`src/hdl/cbc_pkg.sv`:
```
`timescale 1ns / 1ps

package cbc_pkg;

    localparam int ADDR_W     = 16;
    localparam int DATA_W     = 8;
    localparam int MEM_ADDR_W = 21;
    localparam int ROM_BANK_W = 7;
    localparam int RAM_BANK_W = 2;

    localparam logic [1:0] KIND_NONE = 2'd0;
    localparam logic [1:0] KIND_MBC1 = 2'd1;
    localparam logic [1:0] KIND_MBC2 = 2'd2;

    localparam logic OP_READ  = 1'b0;
    localparam logic OP_WRITE = 1'b1;

    localparam logic [1:0] TGT_NONE    = 2'd0;
    localparam logic [1:0] TGT_ROM_RD  = 2'd1;
    localparam logic [1:0] TGT_RAM_RD  = 2'd2;
    localparam logic [1:0] TGT_RAM_WR  = 2'd3;

    // address regions below 0x8000, taken from bus_address[14:13]
    localparam logic [1:0] RGN_RAM_EN   = 2'd0;
    localparam logic [1:0] RGN_ROM_LO   = 2'd1;
    localparam logic [1:0] RGN_BANK_HI  = 2'd2;
    localparam logic [1:0] RGN_MODE     = 2'd3;

    localparam logic [3:0] RAM_ENABLE_CODE  = 4'hA;
    localparam logic [3:0] RAM_DISABLE_CODE = 4'h0;
    localparam logic [2:0] RAM_WINDOW_TOP   = 3'b101;

    typedef struct packed {
        logic                  op;
        logic [ADDR_W-1:0]     bus_address;
        logic [DATA_W-1:0]     write_byte;
    } access_t;

    typedef struct packed {
        logic [ROM_BANK_W-1:0] rom_bank;
        logic [RAM_BANK_W-1:0] ram_bank;
        logic                  ram_enabled;
        logic                  rom_bank_mode;
    } bank_state_t;

endpackage

```
`src/hdl/cbc_bank_regs.sv`:
```
`timescale 1ns / 1ps

module cbc_bank_regs (
    input  logic                 aclk,
    input  logic                 aresetn,
    input  logic [1:0]           kind,
    input  logic                 commit,
    input  cbc_pkg::access_t     acc,
    output cbc_pkg::bank_state_t state
);
    import cbc_pkg::*;

    bank_state_t state_reg;
    bank_state_t state_next;
    logic        mbc1;
    logic        mbc2;
    logic [1:0]  region;

    function automatic logic [ROM_BANK_W-1:0] nonzero_bank(input logic [ROM_BANK_W-1:0] b);
        nonzero_bank = (b == '0) ? ROM_BANK_W'(1) : b;
    endfunction

    assign mbc1   = (kind == KIND_MBC1);
    assign mbc2   = (kind == KIND_MBC2);
    assign region = acc.bus_address[14:13];

    always_comb begin
        state_next = state_reg;
        if (commit && acc.op == OP_WRITE && !acc.bus_address[15]) begin
            case (region)
                RGN_RAM_EN: begin
                    if ((mbc1 || mbc2) && !(mbc2 && acc.bus_address[4])) begin
                        if (acc.write_byte[3:0] == RAM_ENABLE_CODE) begin
                            state_next.ram_enabled = 1'b1;
                        end else if (acc.write_byte[3:0] == RAM_DISABLE_CODE) begin
                            state_next.ram_enabled = 1'b0;
                        end
                    end
                end
                RGN_ROM_LO: begin
                    if (mbc2) begin
                        state_next.rom_bank = nonzero_bank({3'b000, acc.write_byte[3:0]});
                    end else if (mbc1) begin
                        state_next.rom_bank =
                            nonzero_bank({state_reg.rom_bank[6:5], acc.write_byte[4:0]});
                    end
                end
                RGN_BANK_HI: begin
                    if (mbc1) begin
                        if (state_reg.rom_bank_mode) begin
                            state_next.rom_bank =
                                nonzero_bank({acc.write_byte[1:0], state_reg.rom_bank[4:0]});
                        end else begin
                            state_next.ram_bank = acc.write_byte[1:0];
                        end
                    end
                end
                RGN_MODE: begin
                    if (mbc1) begin
                        state_next.rom_bank_mode = !acc.write_byte[0];
                        if (!acc.write_byte[0]) begin
                            state_next.ram_bank = '0;
                        end
                    end
                end
                default: begin
                    state_next = state_reg;
                end
            endcase
        end
    end

    always_ff @(posedge aclk) begin
        if (!aresetn) begin
            state_reg.rom_bank      <= ROM_BANK_W'(1);
            state_reg.ram_bank      <= '0;
            state_reg.ram_enabled   <= 1'b0;
            state_reg.rom_bank_mode <= 1'b0;
        end else begin
            state_reg <= state_next;
        end
    end

    assign state = state_reg;

endmodule

```
`src/hdl/cartridge_bank_controller.sv`:
```
`timescale 1ns / 1ps
// Cartridge bank controller (MBC1 / MBC2 style) for a CPU memory bus.
// Input channel s_*: one bus access per transaction (op, bus_address, write_byte).
// Result channel m_*: one result per access (target, mem_address, data_out), in order.
// cfg_we/cfg_wdata write controller_kind; write only while the block is idle.
// An accepted access passes the input register, then the result register, before
// its result appears on m_*. Throughput: one transaction per cycle unless the
// receiver stalls; both channels may move in the same cycle.
// Bank registers change as a write leaves the input register, so later accesses
// always see the effect of earlier ones.
// When the receiver stalls, the result register holds; the input register still
// takes one more access, then s_ready drops until the result is taken.
// Reset (aresetn low, synchronous): both stages empty, controller_kind = none,
// ROM bank 1, RAM bank 0, RAM disabled, RAM banking mode.

module cartridge_bank_controller (
    input  logic                          aclk,
    input  logic                          aresetn,
    input  logic                          cfg_we,
    input  logic [1:0]                    cfg_wdata,
    input  logic                          s_valid,
    output logic                          s_ready,
    input  logic                          s_op,
    input  logic [cbc_pkg::ADDR_W-1:0]    s_bus_address,
    input  logic [cbc_pkg::DATA_W-1:0]    s_write_byte,
    output logic                          m_valid,
    input  logic                          m_ready,
    output logic [1:0]                    m_target,
    output logic [cbc_pkg::MEM_ADDR_W-1:0] m_mem_address,
    output logic [cbc_pkg::DATA_W-1:0]    m_data_out
);
    import cbc_pkg::*;

    logic [1:0]              kind_reg;
    logic                    in_valid_reg;
    access_t                 in_reg;
    logic                    out_valid_reg;
    logic [1:0]              target_reg;
    logic [MEM_ADDR_W-1:0]   mem_address_reg;
    logic [DATA_W-1:0]       data_out_reg;

    logic                    advance;
    logic                    commit;
    bank_state_t             bank;
    logic                    banking;
    logic [1:0]              target_next;
    logic [MEM_ADDR_W-1:0]   mem_address_next;
    logic [DATA_W-1:0]       data_out_next;

    assign advance = !out_valid_reg || m_ready;
    assign commit  = in_valid_reg && advance;
    assign s_ready = !in_valid_reg || advance;

    assign banking = (kind_reg == KIND_MBC1) || (kind_reg == KIND_MBC2);

    cbc_bank_regs u_bank_regs (
        .aclk    (aclk),
        .aresetn (aresetn),
        .kind    (kind_reg),
        .commit  (commit),
        .acc     (in_reg),
        .state   (bank)
    );

    always_comb begin
        target_next      = TGT_NONE;
        mem_address_next = '0;
        data_out_next    = '0;
        if (!in_reg.bus_address[15]) begin
            if (in_reg.op == OP_READ) begin
                target_next = TGT_ROM_RD;
                if (in_reg.bus_address[14] && banking) begin
                    mem_address_next = {bank.rom_bank, in_reg.bus_address[13:0]};
                end else begin
                    mem_address_next = MEM_ADDR_W'(in_reg.bus_address);
                end
            end
        end else if (in_reg.bus_address[15:13] == RAM_WINDOW_TOP) begin
            if (in_reg.op == OP_READ) begin
                target_next      = TGT_RAM_RD;
                mem_address_next = {6'b0, bank.ram_bank, in_reg.bus_address[12:0]};
            end else if (bank.ram_enabled) begin
                target_next      = TGT_RAM_WR;
                mem_address_next = {6'b0, bank.ram_bank, in_reg.bus_address[12:0]};
                data_out_next    = in_reg.write_byte;
            end
        end
    end

    always_ff @(posedge aclk) begin
        if (!aresetn) begin
            kind_reg      <= KIND_NONE;
            in_valid_reg  <= 1'b0;
            out_valid_reg <= 1'b0;
        end else begin
            if (cfg_we) begin
                kind_reg <= cfg_wdata;
            end
            if (s_ready) begin
                in_valid_reg <= s_valid;
            end
            if (advance) begin
                out_valid_reg <= in_valid_reg;
            end
        end
    end

    always_ff @(posedge aclk) begin
        if (s_valid && s_ready) begin
            in_reg.op          <= s_op;
            in_reg.bus_address <= s_bus_address;
            in_reg.write_byte  <= s_write_byte;
        end
        if (commit) begin
            target_reg      <= target_next;
            mem_address_reg <= mem_address_next;
            data_out_reg    <= data_out_next;
        end
    end

    assign m_valid       = out_valid_reg;
    assign m_target      = target_reg;
    assign m_mem_address = mem_address_reg;
    assign m_data_out    = data_out_reg;

endmodule
```
`config.mk`:
```
export PLATFORM = sky130hd
export DESIGN_NAME = cartridge_bank_controller
export DESIGN_NICKNAME = d
export VERILOG_FILES = /design/src/hdl/cbc_pkg.sv /design/src/hdl/cbc_bank_regs.sv /design/src/hdl/cartridge_bank_controller.sv
export SDC_FILE = /design/constraint.sdc
export NUM_CORES = 1
export LEC_CHECK = 0
export BUFFER_PORTS_ARGS = -buffer_cell sky130_fd_sc_hd__buf_2
export CAP_MARGIN = 25
export CORE_UTILIZATION = 50
export CTS_BUF_LIST = sky130_fd_sc_hd__clkbuf_8
export CTS_CLUSTER_DIAMETER = 60
export DETAILED_ROUTE_END_ITERATION = 10
export GPL_ROUTABILITY_DRIVEN = 0
export GPL_TIMING_DRIVEN = 0
export PLACE_DENSITY = 0.78
export SYNTH_ARGS = -nofsm -noshare
export SYNTH_HDL_FRONTEND = slang
export SYNTH_SLANG_ARGS = --single-unit
```
`constraint.sdc`:
```
create_clock -name aclk -period 2.1 [get_ports aclk]
set_input_delay 0.315 -clock aclk [delete_from_list [all_inputs] [get_ports aclk]]
set_output_delay 0.315 -clock aclk [all_outputs]
set_load 0.01 [all_outputs]
```
==> impl_metrics.json <==
{
  "grt_pass1_wl_mm": 7.42,
  "cp_cell_sequence": "inv_1 -> ha_1 -> or3b_2 -> and3_1 -> and3_1 -> buf_4 -> a41oi_1",
  "antenna_found_initial": 0,
  "start_kind": "register",
  "cts_buffers": 9,
  "path_class": "reg -> reg",
  "clock_sinks": 71,
  "fin_crit_sh_pct": 93.7,
  "post_drt_wl_per_cell_um": 13.1,
  "hold_viol": 0,
  "powerDensity_nw_per_um2": 811,
  "finalNetCount": 315,
  "syn_area_um2": 2810,
  "synth_warnings": 0,
  "crit_top_cell": "and3_1",
  "pin_count": 65,
  "clk_root_buffer_cell": "clkbuf_8",
  "largest_reg_flops": 25,
  "clock_path_buffers": 2,
  "dieArea_um2": 5920,
  "dp.cells": 336,
  "crit_fanout": 5,
  "synth_top_area_share_pct": 59.9,
  "drtPass1Iterations": 4,
  "cts_resized": 0,
  "synth.area.top_cells": "edfxtp_1, dfxtp_1, and2_1, mux2i_1, ha_1",
  "cp.required_ns": 2.35,
  "dr.first_iter.drc_count": 72,
  "htreeDepth": 3,
  "drc_errors": 0,
  "dieWidth_um": 76.9,
  "outcome": "finished, final reports clean",
  "setup-violations-final": 0,
  "slowest_stage": "or3b_2",
  "slowest_delay_ns": 0.46,
  "max_freq_mhz": 508,
  "drive_above_1_share_pct": 30.9,
  "rsz0062_at_grt": "no",
  "cap_violations": 0,
  "cts_tree": "built",
  "coreArea_um2": 5270,
  "worst_pin_slew_ns": 0.854,
  "avgSynthCellArea_um2": 13.9,
  "ys_seq_area_share_pct": 70.6,
  "initial_core_util_pct": 53.3,
  "ir_drop_v": 0.000501,
  "clock_skew_ns": 0.00734,
  "synthArstFlopShare_pct": 0,
  "synth_top_area_cell": "edfxtp_1",
  "insertion_delay_ns": 0.34,
  "synth_cells": 202,
  "hold_ws_ns": 0.147,
  "cts_hold_buf": 0,
  "synth_edf_count": 56,
  "fin_cells": 352,
  "synthesis.nets": 240,
  "critPathCaptureType": "register",
  "synth_top_flop_cell": "edfxtp_1",
  "clk_pin_slew_ns": 0.07,
  "dp_hpwl_mm": 3.18,
  "synth.ff_latch_count": 71,
  "hold_path.class": "in -> reg",
  "portBuffers": 64,
  "critical_path.top_delay_family": "simple AND/OR/NAND/NOR gates",
  "fillers": 419,
  "tns_ns": 0,
  "overflow": 0,
  "cp.arrival_ns": 2.22,
  "max_slew_margin_pct": 42.9,
  "grtUsageTotal_pct": 17.2,
  "cp_num_buf_inv": 2,
  "vias": 1748,
  "rows": 26,
  "synth.most_common_cell": "edfxtp_1",
  "finalMaxSlewViolations": 0,
  "grt_pass1_vias": 1554,
  "area_growth_pct": 22.1,
  "period_needed_ns": 1.97,
  "yosysUniqueCellTypes": 35,
  "viasPerCell": 4.97,
  "fp.dieH_um": 76.9,
  "grt_max_degree": 32,
  "antennaDiodeCount": 0,
  "wirelength_mm": 4.62,
  "ant_nets": 0,
  "p_leak_nw": 1.38,
  "synthTopCellsByCount": "edfxtp_1, and2_1, nand2_1"
}
==> cell families (layout without fill, tap and decap cells) <==
logic type      count (synthesis)  after routing  synth area share (%)
compound gates                 16             16                  4.01
xor+xnor                        1              1                 0.312
fa+ha+maj                       6              6                  2.67
buf+inv                        13             93                  2.14
flops                          71             71                  70.6
mux                             9              9                  3.21
simple gates                   86             86                  17.0
==> metrics by stage <==
| step | cell area, um2 | power (mW) | util (%) | worst slack (ns) |
|---|---|---|---|---|
| after floorplan | 2810 | 1.74 | - | 0.283 |
| after global placement | 3220 | 1.81 | 61.0 | 0.0302 |
| after detailed placement | 3220 | 1.82 | 61.1 | 0.115 |
| after CTS | 3400 | 2.79 | 64.6 | 0.0908 |
| after global routing | 3430 | 2.88 | 65.0 | 0.00987 |
| final | 3430 | 2.78 | 65.0 | 0.132 |
==> report_power, final <==
| part | total (mW) | internal [mW] | switching, mW |
|---|---|---|---|
| clock network | 0.985 | 0.529 | 0.456 |
| registers | 1.60 | 1.58 | 0.0233 |
| logic | 0.191 | 0.0844 | 0.107 |
| total | 2.78 | 2.19 | 0.586 |
==> final timing paths <==
path / from / to / slack (ns) / cells past startpoint
worst max-delay path: in_reg[22] / u_bank_regs.state[4] / 0.13 / 7
worst min-delay path: s_bus_address[1] / in_reg[9] / 0.15 / 1
worst max register to register: in_reg[22] / u_bank_regs.state[4] / 0.13 / 7
worst min register to register: u_bank_regs.state[2] / u_bank_regs.state[2] / 0.46 / 2
==> timing repair <==
action | in CTS | in global routing
hold endpoints to repair | 0 | 0
setup endpoints to repair | 0 | 3
buffers inserted | 0 | 0
==> per-layer routing <==
layer,part of all wire [%],vias to the layer above,track usage [%]
li1,-,874,-
met1,46,796,21.9
met2,46,62,26.1
met3,4.6,16,3.69
met4,3.4,0,12.1
met5,0,-,0
==> layout by cell type, fill, tap and decap left out, drive strengths merged, types with 2 or more instances in the layout <==
master / count
nor3: 2
nand2b: 4
and2: 28
inv: 9
nand3: 4
and3: 2
clkbuf: 13
o22ai: 4
a21oi: 5
clkinv: 2
nand2: 19
edfxtp: 56
dfxtp: 15
buf: 67
ha: 6
nor2: 12
o21ai: 2
nand4: 3
mux2i: 9
nor2b: 2
nand3b: 2
==> final cells by class <==
| cell class | instances | area, um2 | area share, % |
|---|---|---|---|
| Sequential cell | 71 | 1980 | 57.8 |
| Multi-Input combinational cell | 118 | 772 | 22.5 |
| Timing Repair Buffer | 65 | 348 | 10.1 |
| Clock buffer | 9 | 124 | 3.61 |
| Tap cell | 70 | 87.6 | 2.56 |
| Clock inverter | 7 | 57.6 | 1.68 |
| Buffer | 6 | 33.8 | 0.986 |
| Inverter | 6 | 22.5 | 0.657 |
Note: power is estimated with default switching activity, not from simulation.
